## src/design/frame_map_boundary_policy_defines.svh

```systemverilog
// Assertion macros for the frame map boundary policy block.
// Included by the modules that carry concurrent assertions; no other dependencies.
`ifndef FRAME_MAP_BOUNDARY_POLICY_DEFINES_SVH
`define FRAME_MAP_BOUNDARY_POLICY_DEFINES_SVH

`ifndef ASSERT_OFF
// Check on every rising edge once reset is released
`define FMBP_ASSERT(lbl, clk_s, rst_s, prop) \
  lbl: assert property (@(posedge clk_s) disable iff (rst_s) prop) \
    else $error("fmbp: assertion failed");
// Check on every rising edge, reset cycles included
`define FMBP_ASSERT_RST(lbl, clk_s, prop) \
  lbl: assert property (@(posedge clk_s) prop) \
    else $error("fmbp: assertion failed");
`else
`define FMBP_ASSERT(lbl, clk_s, rst_s, prop)
`define FMBP_ASSERT_RST(lbl, clk_s, prop)
`endif

`endif

```

## src/design/fmbp_pkg.sv

```systemverilog
// Shared types, codes and helpers of the frame map boundary policy block.
// Used by fmbp_mult, fmbp_holes and frame_map_boundary_policy; no dependencies.
package fmbp_pkg;

  localparam int FRAME_W       = 64;
  localparam int IDX_W         = 4;
  localparam int CFG_IDX_W     = 3;
  localparam int STATUS_W      = 3;
  localparam int POL_W         = 2;
  localparam int IN_DATA_W     = 200;
  localparam int OUT_DATA_W    = 136;
  localparam int MAX_HOLES_DEF = 16;
  localparam int MUL_CNT_W     = $clog2(FRAME_W);

  // Configuration register indexes
  localparam logic [CFG_IDX_W-1:0] CFG_OFFSET  = 3'd0;
  localparam logic [CFG_IDX_W-1:0] CFG_STEP    = 3'd1;
  localparam logic [CFG_IDX_W-1:0] CFG_FIRST   = 3'd2;
  localparam logic [CFG_IDX_W-1:0] CFG_LAST    = 3'd3;
  localparam logic [CFG_IDX_W-1:0] CFG_BOUNDS  = 3'd4;
  localparam logic [CFG_IDX_W-1:0] CFG_BEFORE  = 3'd5;
  localparam logic [CFG_IDX_W-1:0] CFG_AFTER   = 3'd6;
  localparam logic [CFG_IDX_W-1:0] CFG_MISSING = 3'd7;

  // Boundary policy codes (the unused code acts as error)
  localparam logic [POL_W-1:0] POL_ERROR = 2'd0;
  localparam logic [POL_W-1:0] POL_HOLD  = 2'd1;
  localparam logic [POL_W-1:0] POL_BLACK = 2'd2;

  // Missing-frame modes (the unused code acts as error)
  localparam logic [POL_W-1:0] MISS_IGNORE = 2'd0;
  localparam logic [POL_W-1:0] MISS_ERROR  = 2'd1;
  localparam logic [POL_W-1:0] MISS_BLACK  = 2'd2;

  // Result status codes
  localparam logic [STATUS_W-1:0] ST_OK      = 3'd0;
  localparam logic [STATUS_W-1:0] ST_BEFORE  = 3'd1;
  localparam logic [STATUS_W-1:0] ST_AFTER   = 3'd2;
  localparam logic [STATUS_W-1:0] ST_MISSING = 3'd3;
  localparam logic [STATUS_W-1:0] ST_FAIL    = 3'd4;

  // Hole table write request
  typedef struct packed {
    logic               en;
    logic [IDX_W-1:0]   idx;
    logic [FRAME_W-1:0] first;
    logic [FRAME_W-1:0] last;
    logic               valid;
  } fmbp_hole_wr_t;

  // Hole scan status
  typedef struct packed {
    logic busy;
    logic done;
    logic hit;
  } fmbp_scan_t;

  // Signed less-than on two's complement frame numbers
  function automatic logic slt(input logic [FRAME_W-1:0] a, input logic [FRAME_W-1:0] b);
    return $signed(a) < $signed(b);
  endfunction

endpackage

```

## src/design/fmbp_mult.sv

```systemverilog
// Bit-serial unsigned multiplier, one multiplier bit per cycle, full double-width product.
// Depends on fmbp_pkg.
`include "frame_map_boundary_policy_defines.svh"

module fmbp_mult import fmbp_pkg::*; (
  input  logic               clk,
  input  logic               rst,
  input  logic               start,
  input  logic [FRAME_W-1:0] a,
  input  logic [FRAME_W-1:0] b,
  output logic               busy,
  output logic               done,
  output logic [FRAME_W-1:0] hi,
  output logic [FRAME_W-1:0] lo
);

  logic [FRAME_W-1:0]   b_r;
  logic [MUL_CNT_W-1:0] cnt;
  logic [FRAME_W:0]     psum;
  logic                 last;

  // Add the multiplicand when the current multiplier bit is set
  assign psum = {1'b0, hi} + (lo[0] ? {1'b0, b_r} : {(FRAME_W + 1){1'b0}});
  assign last = (cnt == MUL_CNT_W'(FRAME_W - 1));

  // Control: count the multiplier bits, pulse done after the last one
  always_ff @(posedge clk) begin
    if (rst) begin
      busy <= 1'b0;
      done <= 1'b0;
      cnt  <= '0;
    end else begin
      done <= 1'b0;
      if (start) begin
        busy <= 1'b1;
        cnt  <= '0;
      end else if (busy) begin
        cnt <= cnt + 1'b1;
        if (last) begin
          busy <= 1'b0;
          done <= 1'b1;
        end
      end
    end
  end

  // Datapath: shift the partial product right one bit per step
  always_ff @(posedge clk) begin
    if (start) begin
      hi  <= '0;
      lo  <= a;
      b_r <= b;
    end else if (busy) begin
      hi <= psum[FRAME_W:1];
      lo <= {psum[0], lo[FRAME_W-1:1]};
    end
  end

  `FMBP_ASSERT(a_start_when_free, clk, rst, start |-> !busy)
  `FMBP_ASSERT(a_start_runs, clk, rst, start |=> busy && cnt == '0)
  `FMBP_ASSERT(a_done_after_last, clk, rst, done |-> !busy && $past(busy && last))

endmodule

```

## src/design/fmbp_holes.sv

```systemverilog
// Missing-frame interval table with a serial scan, one entry per cycle.
// Depends on fmbp_pkg.
`include "frame_map_boundary_policy_defines.svh"

module fmbp_holes import fmbp_pkg::*; #(
  parameter int MAX_HOLES = MAX_HOLES_DEF
) (
  input  logic               clk,
  input  logic               rst,
  input  fmbp_hole_wr_t      wr,
  input  logic               scan_start,
  input  logic [FRAME_W-1:0] target,
  output fmbp_scan_t         scan
);

  localparam int AW = (MAX_HOLES > 1) ? $clog2(MAX_HOLES) : 1;
  localparam int CW = $clog2(MAX_HOLES + 1);

  logic [FRAME_W-1:0]   start_mem [MAX_HOLES];
  logic [FRAME_W-1:0]   end_mem   [MAX_HOLES];
  logic [MAX_HOLES-1:0] active;

  logic               wr_ok;
  logic [AW-1:0]      wr_addr;
  logic [CW-1:0]      cnt;
  logic [AW-1:0]      raddr;
  logic               scanning;
  logic               last_issue;
  logic               p1;
  logic               p1_last;
  logic               act_d;
  logic [FRAME_W-1:0] start_d;
  logic [FRAME_W-1:0] end_d;
  logic               match;
  logic               hit;
  logic               done;

  // Drop writes beyond the table depth
  assign wr_ok      = wr.en && (32'(wr.idx) < MAX_HOLES);
  assign wr_addr    = AW'(wr.idx);
  assign raddr      = cnt[AW-1:0];
  assign last_issue = (cnt == CW'(MAX_HOLES - 1));

  // Interval storage: one write port, one registered read port
  always_ff @(posedge clk) begin
    if (wr_ok) begin
      start_mem[wr_addr] <= wr.first;
      end_mem[wr_addr]   <= wr.last;
    end
    if (scanning) begin
      start_d <= start_mem[raddr];
      end_d   <= end_mem[raddr];
    end
  end

  // Entry valid bits and scan sequencing
  always_ff @(posedge clk) begin
    if (rst) begin
      active   <= '0;
      scanning <= 1'b0;
      cnt      <= '0;
      p1       <= 1'b0;
      p1_last  <= 1'b0;
      done     <= 1'b0;
    end else begin
      if (wr_ok) begin
        active[wr_addr] <= wr.valid;
      end
      done    <= p1 && p1_last;
      p1      <= scanning;
      p1_last <= scanning && last_issue;
      if (scan_start) begin
        scanning <= 1'b1;
        cnt      <= '0;
      end else if (scanning) begin
        cnt <= cnt + 1'b1;
        if (last_issue) begin
          scanning <= 1'b0;
        end
      end
    end
  end

  // Compare the entry read last cycle; an inverted interval never matches
  assign match = act_d && !slt(target, start_d) && !slt(end_d, target);

  always_ff @(posedge clk) begin
    if (scanning) begin
      act_d <= active[raddr];
    end
    if (scan_start) begin
      hit <= 1'b0;
    end else if (p1) begin
      hit <= hit | match;
    end
  end

  assign scan.busy = scanning | p1;
  assign scan.done = done;
  assign scan.hit  = hit;

  `FMBP_ASSERT(a_start_when_free, clk, rst, scan_start |-> !scan.busy)
  `FMBP_ASSERT(a_no_write_in_scan, clk, rst, !(wr.en && (scan.busy || scan_start)))
  `FMBP_ASSERT(a_done_after_last, clk, rst, done |-> $past(p1 && p1_last) && !scanning)

endmodule

```

## src/design/frame_map_boundary_policy.sv

```systemverilog
// A table write returns nothing; a time request passes the multiply, map, add and range states,
// then the hole table scan when one is needed, and the result register, and is held longer while the
// previous result still waits. Throughput: one request at a time, set by the 64-step
// bit-serial multiplier and the one-entry-per-cycle hole scan. Reset: synchronous, active
// high; it restores the register defaults and clears every hole valid bit at once.
// Top level: config registers, request sequencer, result register; uses fmbp_mult, fmbp_holes.
`include "frame_map_boundary_policy_defines.svh"

module frame_map_boundary_policy import fmbp_pkg::*; #(
  parameter int MAX_HOLES = MAX_HOLES_DEF
) (
  input  logic                  clk,
  input  logic                  rst,
  // Request stream
  input  logic                  s_axis_tvalid,
  output logic                  s_axis_tready,
  // [63:0] local_time, [67:64] hole_index, [131:68] hole_first,
  // [195:132] hole_last, [196] hole_valid, [199:197] zero
  input  logic [IN_DATA_W-1:0]  s_axis_tdata,
  // [0] kind
  input  logic                  s_axis_tuser,
  // Result stream
  output logic                  m_axis_tvalid,
  input  logic                  m_axis_tready,
  // [2:0] status, [66:3] source_frame, [130:67] read_frame, [131] transparent_black,
  // [132] policy_error, [133] hold_applied, [135:134] zero
  output logic [OUT_DATA_W-1:0] m_axis_tdata,
  // Configuration write channel
  input  logic                  cfg_valid,
  output logic                  cfg_ready,
  input  logic [CFG_IDX_W-1:0]  cfg_index,
  input  logic [FRAME_W-1:0]    cfg_data
);

  localparam logic [2:0] S_IDLE  = 3'd0;
  localparam logic [2:0] S_MUL   = 3'd1;
  localparam logic [2:0] S_MAP   = 3'd2;
  localparam logic [2:0] S_ADD   = 3'd3;
  localparam logic [2:0] S_RANGE = 3'd4;
  localparam logic [2:0] S_SCAN  = 3'd5;
  localparam logic [2:0] S_OUT   = 3'd6;

  // Configuration registers
  logic [FRAME_W-1:0] frame_offset;
  logic [FRAME_W-1:0] frame_step;
  logic [FRAME_W-1:0] range_first;
  logic [FRAME_W-1:0] range_last;
  logic               bounds_active;
  logic [POL_W-1:0]   before_policy;
  logic [POL_W-1:0]   after_policy;
  logic [POL_W-1:0]   missing_mode;

  logic [2:0]         state;
  logic               in_xfer;
  logic               req_xfer;
  logic [FRAME_W-1:0] in_time;

  logic               neg;
  logic               zero_step;
  logic               mul_start;
  logic [FRAME_W-1:0] mul_a;
  logic [FRAME_W-1:0] mul_b;
  logic               mul_busy;
  logic               mul_done;
  logic [FRAME_W-1:0] mul_hi;
  logic [FRAME_W-1:0] mul_lo;

  logic [FRAME_W-1:0] prod;
  logic               fail;
  logic [FRAME_W-1:0] src;
  logic [FRAME_W-1:0] sum;
  logic               mul_ovf;
  logic               add_ovf;

  logic               before_q;
  logic               inside_q;
  logic               hit_q;
  logic [FRAME_W-1:0] target;
  logic               rng_before;
  logic               rng_inside;
  logic [POL_W-1:0]   rng_pol;
  logic               validated;
  logic               need_scan;

  fmbp_hole_wr_t      hole_wr;
  fmbp_scan_t         scan;
  logic               scan_start;

  logic               out_load;
  logic [STATUS_W-1:0] out_status;
  logic [FRAME_W-1:0] out_src;
  logic [FRAME_W-1:0] out_read;
  logic               out_black;
  logic               out_err;
  logic               out_hold;
  logic [STATUS_W-1:0] res_status;
  logic [FRAME_W-1:0] res_src;
  logic [FRAME_W-1:0] res_read;
  logic               res_black;
  logic               res_err;
  logic               res_hold;
  logic [FRAME_W-1:0] edge_frame;
  logic [POL_W-1:0]   pol;
  logic               miss_black;

  assign s_axis_tready = (state == S_IDLE) && !rst;
  assign cfg_ready     = !rst;
  assign in_xfer       = s_axis_tvalid && s_axis_tready;
  assign req_xfer      = in_xfer && s_axis_tuser;
  assign in_time       = s_axis_tdata[63:0];

  // Configuration register writes
  always_ff @(posedge clk) begin
    if (rst) begin
      frame_offset  <= '0;
      frame_step    <= FRAME_W'(1);
      range_first   <= '0;
      range_last    <= '0;
      bounds_active <= 1'b0;
      before_policy <= POL_ERROR;
      after_policy  <= POL_ERROR;
      missing_mode  <= MISS_IGNORE;
    end else if (cfg_valid && cfg_ready) begin
      unique case (cfg_index)
        CFG_OFFSET:  frame_offset  <= cfg_data;
        CFG_STEP:    frame_step    <= cfg_data;
        CFG_FIRST:   range_first   <= cfg_data;
        CFG_LAST:    range_last    <= cfg_data;
        CFG_BOUNDS:  bounds_active <= cfg_data[0];
        CFG_BEFORE:  before_policy <= cfg_data[POL_W-1:0];
        CFG_AFTER:   after_policy  <= cfg_data[POL_W-1:0];
        CFG_MISSING: missing_mode  <= cfg_data[POL_W-1:0];
      endcase
    end
  end

  // Hole table writes come straight from the request stream
  assign hole_wr.en    = in_xfer && !s_axis_tuser;
  assign hole_wr.idx   = s_axis_tdata[67:64];
  assign hole_wr.first = s_axis_tdata[131:68];
  assign hole_wr.last  = s_axis_tdata[195:132];
  assign hole_wr.valid = s_axis_tdata[196];

  // Multiply magnitudes; the sign is put back afterwards
  assign mul_start = req_xfer;
  assign mul_a     = in_time[FRAME_W-1] ? (FRAME_W'(0) - in_time) : in_time;
  assign mul_b     = frame_step[FRAME_W-1] ? (FRAME_W'(0) - frame_step) : frame_step;

  fmbp_mult u_mult (
    .clk   (clk),
    .rst   (rst),
    .start (mul_start),
    .a     (mul_a),
    .b     (mul_b),
    .busy  (mul_busy),
    .done  (mul_done),
    .hi    (mul_hi),
    .lo    (mul_lo)
  );

  fmbp_holes #(.MAX_HOLES(MAX_HOLES)) u_holes (
    .clk        (clk),
    .rst        (rst),
    .wr         (hole_wr),
    .scan_start (scan_start),
    .target     (target),
    .scan       (scan)
  );

  // Overflow checks of the signed product and the offset add
  assign mul_ovf = (mul_hi != '0) ||
                   (mul_lo[FRAME_W-1] && (!neg || (mul_lo[FRAME_W-2:0] != '0)));
  assign sum     = frame_offset + prod;
  assign add_ovf = (frame_offset[FRAME_W-1] == prod[FRAME_W-1]) &&
                   (sum[FRAME_W-1] != prod[FRAME_W-1]);

  // Range classification
  assign validated  = (missing_mode != MISS_IGNORE);
  assign rng_before = slt(src, range_first);
  assign rng_inside = !rng_before && !slt(range_last, src);
  assign rng_pol    = rng_before ? before_policy : after_policy;
  assign need_scan  = bounds_active && validated && (rng_inside || (rng_pol == POL_HOLD));
  assign scan_start = (state == S_RANGE) && !fail && need_scan;

  // Request sequencer
  always_ff @(posedge clk) begin
    if (rst) begin
      state <= S_IDLE;
    end else begin
      unique case (state)
        S_IDLE:  if (req_xfer) state <= S_MUL;
        S_MUL:   if (mul_done) state <= S_MAP;
        S_MAP:   state <= S_ADD;
        S_ADD:   state <= S_RANGE;
        S_RANGE: state <= scan_start ? S_SCAN : S_OUT;
        S_SCAN:  if (scan.done) state <= S_OUT;
        S_OUT:   if (out_load) state <= S_IDLE;
        default: state <= S_IDLE;
      endcase
    end
  end

  // Request datapath
  always_ff @(posedge clk) begin
    if (req_xfer) begin
      neg       <= in_time[FRAME_W-1] ^ frame_step[FRAME_W-1];
      zero_step <= (frame_step == '0);
    end
    if (state == S_MAP) begin
      prod <= neg ? (FRAME_W'(0) - mul_lo) : mul_lo;
      fail <= zero_step || mul_ovf;
    end
    if (state == S_ADD) begin
      fail <= fail || add_ovf;
      src  <= (fail || add_ovf) ? '0 : sum;
    end
    if (state == S_RANGE) begin
      before_q <= rng_before;
      inside_q <= rng_inside;
      target   <= rng_inside ? src : (rng_before ? range_first : range_last);
      hit_q    <= 1'b0;
    end
    if ((state == S_SCAN) && scan.done) begin
      hit_q <= scan.hit;
    end
  end

  // Apply the boundary and missing-frame policy
  assign pol        = before_q ? before_policy : after_policy;
  assign edge_frame = before_q ? range_first : range_last;
  assign miss_black = (missing_mode == MISS_BLACK);

  always_comb begin
    res_status = ST_OK;
    res_src    = src;
    res_read   = src;
    res_black  = 1'b0;
    res_err    = 1'b0;
    res_hold   = 1'b0;
    if (fail) begin
      res_status = ST_FAIL;
      res_src    = '0;
      res_read   = '0;
    end else if (bounds_active) begin
      if (!inside_q) begin
        res_status = before_q ? ST_BEFORE : ST_AFTER;
        unique case (pol)
          POL_BLACK: res_black = 1'b1;
          POL_HOLD: begin
            if (hit_q) begin
              res_status = ST_MISSING;
              res_err    = !miss_black;
              res_black  = miss_black;
            end else begin
              res_read = edge_frame;
              res_hold = 1'b1;
            end
          end
          default: res_err = 1'b1;
        endcase
      end else if (hit_q) begin
        res_status = ST_MISSING;
        res_err    = !miss_black;
        res_black  = miss_black;
      end
    end
  end

  // Result register: load when empty or being drained
  assign out_load = (state == S_OUT) && (!m_axis_tvalid || m_axis_tready);

  always_ff @(posedge clk) begin
    if (rst) begin
      m_axis_tvalid <= 1'b0;
    end else if (out_load) begin
      m_axis_tvalid <= 1'b1;
    end else if (m_axis_tready) begin
      m_axis_tvalid <= 1'b0;
    end
  end

  always_ff @(posedge clk) begin
    if (out_load) begin
      out_status <= res_status;
      out_src    <= res_src;
      out_read   <= res_read;
      out_black  <= res_black;
      out_err    <= res_err;
      out_hold   <= res_hold;
    end
  end

  assign m_axis_tdata = {2'b00, out_hold, out_err, out_black, out_read, out_src, out_status};

  `FMBP_ASSERT_RST(a_reset_idle, clk, rst |=> state == S_IDLE && !m_axis_tvalid)
  `FMBP_ASSERT(a_req_starts_mul, clk, rst, req_xfer |=> state == S_MUL && mul_busy)
  `FMBP_ASSERT(a_fail_clean, clk, rst,
    m_axis_tvalid && out_status == ST_FAIL |-> out_src == '0 && out_read == '0 && !out_hold)
  `FMBP_ASSERT(a_hold_at_bound, clk, rst,
    m_axis_tvalid && out_hold |-> (out_status == ST_BEFORE || out_status == ST_AFTER))
  `FMBP_ASSERT(a_black_xor_err, clk, rst, m_axis_tvalid |-> !(out_black && out_err))

endmodule

```

## config.mk

```make
export PLATFORM = sky130hd
export DESIGN_NAME = frame_map_boundary_policy
export DESIGN_NICKNAME = d
export VERILOG_FILES = /design/src/design/fmbp_pkg.sv /design/src/design/fmbp_mult.sv /design/src/design/fmbp_holes.sv /design/src/design/frame_map_boundary_policy.sv
export VERILOG_INCLUDE_DIRS = /design/src /design/src/design
export SDC_FILE = /design/constraint.sdc
export NUM_CORES = 2
export LEC_CHECK = 0
export ABC_CLOCK_PERIOD_IN_PS = 12050
export BUFFER_PORTS_ARGS = -buffer_cell sky130_fd_sc_hd__buf_2
export CAP_MARGIN = 20
export CORE_MARGIN = 3
export CORE_UTILIZATION = 48
export CTS_BUF_LIST = sky130_fd_sc_hd__clkbuf_16
export CTS_CLUSTER_DIAMETER = 40
export DETAILED_ROUTE_END_ITERATION = 10
export HOLD_SLACK_MARGIN = 0.1
export PLACE_DENSITY = 0.75
export SLEW_MARGIN = 20
export SYNTH_ARGS = -nofsm -noshare
export SYNTH_HDL_FRONTEND = slang
export SYNTH_SLANG_ARGS = --single-unit
```

## constraint.sdc

```tcl
create_clock -name clk -period 12.05 [get_ports clk]
set_input_delay 0.6025 -clock clk [delete_from_list [all_inputs] [get_ports clk]]
set_output_delay 0.6025 -clock clk [all_outputs]
set_load 0.01 [all_outputs]
```

==> flow_summary.html <==
<table>
<tr><th>Metric</th><th>Value</th></tr>
<tr><th colspan="2">Run status</th></tr>
<tr><td>Outcome</td><td>finished, final reports clean</td></tr>
<tr><th colspan="2">Setup path</th></tr>
<tr><td>Worst setup path startpoint</td><td>prod[10]</td></tr>
<tr><td>Register-to-Register Path Depth</td><td>12</td></tr>
<tr><td>Required time of the critical path</td><td>12.62 ns</td></tr>
<tr><td>Crit path capture type</td><td>flop</td></tr>
<tr><td>Destination of the critical timing path</td><td>src[57]</td></tr>
<tr><td>Startpoint of the worst-slack reg-to-reg timing path</td><td>prod[10]</td></tr>
<tr><td>Maximum fanout encountered on the critical timing path</td><td>57</td></tr>
<tr><td>Type of the worst setup path</td><td>flop to flop</td></tr>
<tr><td>CP Launch Type</td><td>flop</td></tr>
<tr><td>Register-to-register setup slack</td><td>6.63 ns</td></tr>
<tr><td>Arrival time worst endpoint</td><td>5.99 ns</td></tr>
<tr><td>Reg2Reg Capture Point</td><td>src[57]</td></tr>
<tr><th colspan="2">Synthesis</th></tr>
<tr><td>Number of library cell types mapped by synthesis</td><td>80</td></tr>
<tr><td>Fraction of the yosys area taken by sequential cells</td><td>66.83%</td></tr>
<tr><td>Post-Syn Instances</td><td>8,371</td></tr>
<tr><td>Post-synthesis register bit count</td><td>3,002</td></tr>
<tr><td>Synth top area share</td><td>around three fifths</td></tr>
<tr><td>Library cell with the highest instance count after synthesis</td><td>edfxtp_1</td></tr>
<tr><td>Most used flip-flop cell after synthesis</td><td>edfxtp_1</td></tr>
<tr><td>Leading area contributor after synthesis</td><td>edfxtp_1</td></tr>
<tr><td>Warnings from Yosys</td><td>0</td></tr>
<tr><td>Post-synthesis average cell area</td><td>between 15 and 20 um^2</td></tr>
<tr><td>Top area cells in the synthesized netlist</td><td>edfxtp_1 61%, mux4_2 11%, dfxtp_1 5.6%</td></tr>
<tr><td>Most numerous cell types in the synthesized netlist</td><td>2,637 x edfxtp_1, 857 x nand2_1, 631 x mux4_2, 504 x a21oi_1, 387 x ha_1</td></tr>
<tr><td>Async SR Flop Fraction</td><td>0%</td></tr>
<tr><td>Post-Synthesis Cell Area</td><td>129,400 um^2</td></tr>
<tr><td>Count of flip-flops with a built-in enable after synthesis</td><td>2,637</td></tr>
<tr><th colspan="2">Routing</th></tr>
<tr><td>First-pass iteration count of the detailed router</td><td>8</td></tr>
<tr><td>Vias after detailed routing</td><td>~81,000</td></tr>
<tr><td>Starting DRC count in detailed routing</td><td>approximately 11,000</td></tr>
<tr><td>Per-cell via count in the routed design</td><td>6.246</td></tr>
<tr><td>Number of routed nets with antenna violations</td><td>0</td></tr>
<tr><td>Post-detailed-route DRC marker count</td><td>0</td></tr>
<tr><td>Post-DR wirelength/cell</td><td>about 30 um</td></tr>
<tr><td>Routed WL</td><td>389,700 um</td></tr>
<tr><th colspan="2">Floorplanning</th></tr>
<tr><td>Die W</td><td>525.3 um</td></tr>
<tr><td>Initial core utilization</td><td>between 40% and 50%</td></tr>
<tr><td>Core Region</td><td>268,200 um^2</td></tr>
<tr><td>I/O pin count</td><td>between 400 and 500</td></tr>
<tr><td>Overall die area</td><td>275,900 um^2</td></tr>
<tr><td>Die height</td><td>525.3 um</td></tr>
<tr><td>Row cnt</td><td>190</td></tr>
<tr><th colspan="2">Place</th></tr>
<tr><td>Half-perimeter wire length after detailed placement</td><td>approximately 240,000 um</td></tr>
<tr><td>Port buffer count</td><td>~400</td></tr>
<tr><td>Final Wtd Congestion</td><td>0.9693</td></tr>
<tr><th colspan="2">GRT</th></tr>
<tr><td>All-layer global routing usage</td><td>27.65%</td></tr>
<tr><td>Pin count of the biggest net entering global routing</td><td>157</td></tr>
<tr><td>Global-route wire length before repair</td><td>560,400 um</td></tr>
<tr><td>Final global-route overflow total</td><td>0</td></tr>
<tr><td>Antenna violations before repair</td><td>81</td></tr>
<tr><td>Vias in the first global route</td><td>80,880</td></tr>
<tr><th colspan="2">Hold path</th></tr>
<tr><td>Worst hold path type</td><td>input pin to flop</td></tr>
<tr><th colspan="2">Clock tree</th></tr>
<tr><td>Register clock-pin slew on the reported worst setup and hold paths</td><td>~0.06 ns</td></tr>
<tr><td>Max Buffers Root-to-Sink</td><td>4</td></tr>
<tr><td>CTS tree</td><td>done</td></tr>
<tr><td>Number of buffers added by the clock tree synthesis step</td><td>389</td></tr>
<tr><td>Clock insertion delay at the later pin of the skew report</td><td>0.92 ns</td></tr>
<tr><td>Setup repair bufs after CTS</td><td>0</td></tr>
<tr><td>Root Buffer Master</td><td>clkbuf_16</td></tr>
<tr><td>Sink count of the clock tree</td><td>3,002</td></tr>
<tr><td>H-Tree Depth</td><td>5</td></tr>
<tr><td>Post-cts sizing count</td><td>0</td></tr>
<tr><th colspan="2">STA</th></tr>
<tr><td>RSZ-0062 raised after global routing</td><td>no</td></tr>
<tr><td>Setup violation total in the final timing report</td><td>0</td></tr>
<tr><td>Worst Skew</td><td>0.07701 ns</td></tr>
<tr><td>Final worst hold slack</td><td>between 0.15 and 0.2 ns</td></tr>
<tr><td>Number of max-slew violations in the final report</td><td>0</td></tr>
<tr><td>Top achievable clock speed</td><td>184.6 MHz</td></tr>
<tr><td>Final worst path period need</td><td>5.418 ns</td></tr>
<tr><td>Final clock period utilization by the worst path</td><td>44.96%</td></tr>
<tr><td>Post-Route Setup TNS</td><td>0 ns</td></tr>
<tr><td>Worst Tran Pin Value</td><td>about 1.2 ns</td></tr>
<tr><td>Worst slew margin relative to its limit</td><td>between 10% and 20%</td></tr>
<tr><td>Hold Vio Cnt, Final</td><td>0</td></tr>
<tr><th colspan="2">Final layout</th></tr>
<tr><td>Final nets</td><td>9,711</td></tr>
<tr><td>Top flop regs</td><td>u_holes.end_mem (1024), u_holes.start_mem (1024)</td></tr>
<tr><td>Ratio of cells with drive above 1 in the final layout</td><td>19.93%</td></tr>
<tr><td>Area grow syn2layout</td><td>16.65%</td></tr>
<tr><th colspan="2">Pwr</th></tr>
<tr><td>Static leakage</td><td>0.05151 uW</td></tr>
<tr><td>PwrDens</td><td>162.1 nW/um^2</td></tr>
<tr><td>Worst vdd ir</td><td>roughly 0.18 mV</td></tr>
<tr><th colspan="2">Flow run</th></tr>
<tr><td>Count of max-cap constraint violations</td><td>0</td></tr>
</table>
-- power breakdown --
group	switching, uW	internal (uW)	total, uW
logic	667	345	1010
registers	114	11400	11500
clock network	4710	7220	11900
-- stage by stage --
stage	area [um^2]	util [%]	power (uW)	std cells	setup slack, ns
6_report	151000	56.30	24470	12990	6.632
3_3_place_gp	135500	50.52	12620	12020	6.864
4_1_cts	150800	56.22	24540	12930	6.708
5_1_grt	150900	56.26	25070	12940	6.126
2_1_floorplan	129400	-	12250	8372	0.6676
3_5_place_dp	135500	50.52	12660	12020	6.762
-- critical path, cell delays in order, from the launching register on --
cell,delay (ns)
edfxtp_1,0.39
ha_1,0.38
nand3_1,0.12
a211oi_1,0.23
o21ai_1,0.18
a2111oi_1,0.94
o311ai_1,0.47
a2111oi_0,0.64
o31ai_1,0.25
a211oi_1,0.45
a211o_2,0.28
buf_4,0.53
nor3_1,0.15
-- worst min path at each step --
stage,startpoint,end,slack (ns),cells past startpoint
2_1_floorplan,u_holes.hit,u_holes.hit,0.44,2
3_3_place_gp,frame_offset[46],frame_offset[46],0.45,2
3_5_place_dp,frame_offset[40],frame_offset[40],0.45,2
6_report,cfg_data[34],range_first[34],0.15,3
4_1_cts,cfg_data[45],range_last[45],0.10,3
5_1_grt,s_axis_tdata[0],u_mult.lo[0],0.15,3
-- timing repair --
item,4_1_cts,5_1_grt
setup endpoints to repair,0,0
hold endpoints to repair,2255,0
hold buffers,185,0
-- metal layers --
metal / routed length [um] / share of wire (%) / GRT usage (%)
met5: 212 / 0.054 / 0
met4: 20130 / 5.2 / 12.71
met3: 41920 / 11 / 5.963
met2: 186200 / 48 / 44.92
met1: 141300 / 36 / 35.76
-- area by class of cell --
class,count,area (um^2)
fill,20070,117200
sequential,3002,86520
multi-input combinational,4635,40360
clock buffer,396,9910
timing repair buffer,695,4831
tap,3552,4444
clock inverter,323,3531
inverter,326,1226
antenna,59,147.6
-- placed cells by master (no fill, tap or decap), drive strengths merged, types with 14 or more instances in the layout --
master,synthesis,routed
a2111oi,14,14
a211oi,44,44
a21o,152,152
a21oi,504,504
a2bb2oi,64,64
a31oi,21,21
and2,73,73
and3,17,17
buf,94,510
bufinv,0,53
clkbuf,315,396
clkinv,1,126
clkinvlp,0,40
dfxtp,365,365
diode,0,59
dlygate4sd3,0,185
edfxtp,2637,2637
ha,387,387
inv,325,430
mux2i,196,196
mux4,631,631
nand2,857,857
nand2b,38,38
nand3,47,47
nand4,86,86
nor2,322,322
nor2b,48,48
nor3,71,71
nor4,43,43
o211ai,29,29
o21a,28,28
o21ai,342,342
o21bai,22,22
o31ai,71,71
o41ai,27,27
or3,36,36
or4,35,35
xnor2,192,192
xor2,107,107
-- kinds of logic (layout without fill, tap and decap cells) --
logic type / count (synthesis) / count (layout) / share of synthesized area [%]
other: 1 / 61 / 0.002897
adder cells (fa/ha/maj): 389 / 389 / 3.772
multiplexers: 830 / 830 / 12.52
flip-flops: 3002 / 3002 / 66.83
XOR/XNOR: 299 / 299 / 2.023
AO/OA/AOI/OAI: 1395 / 1395 / 6.649
AND/OR/NAND/NOR: 1720 / 1720 / 6.049
buffers and inverters: 735 / 1740 / 2.153
Note: power is estimated with default switching activity, not from simulation.
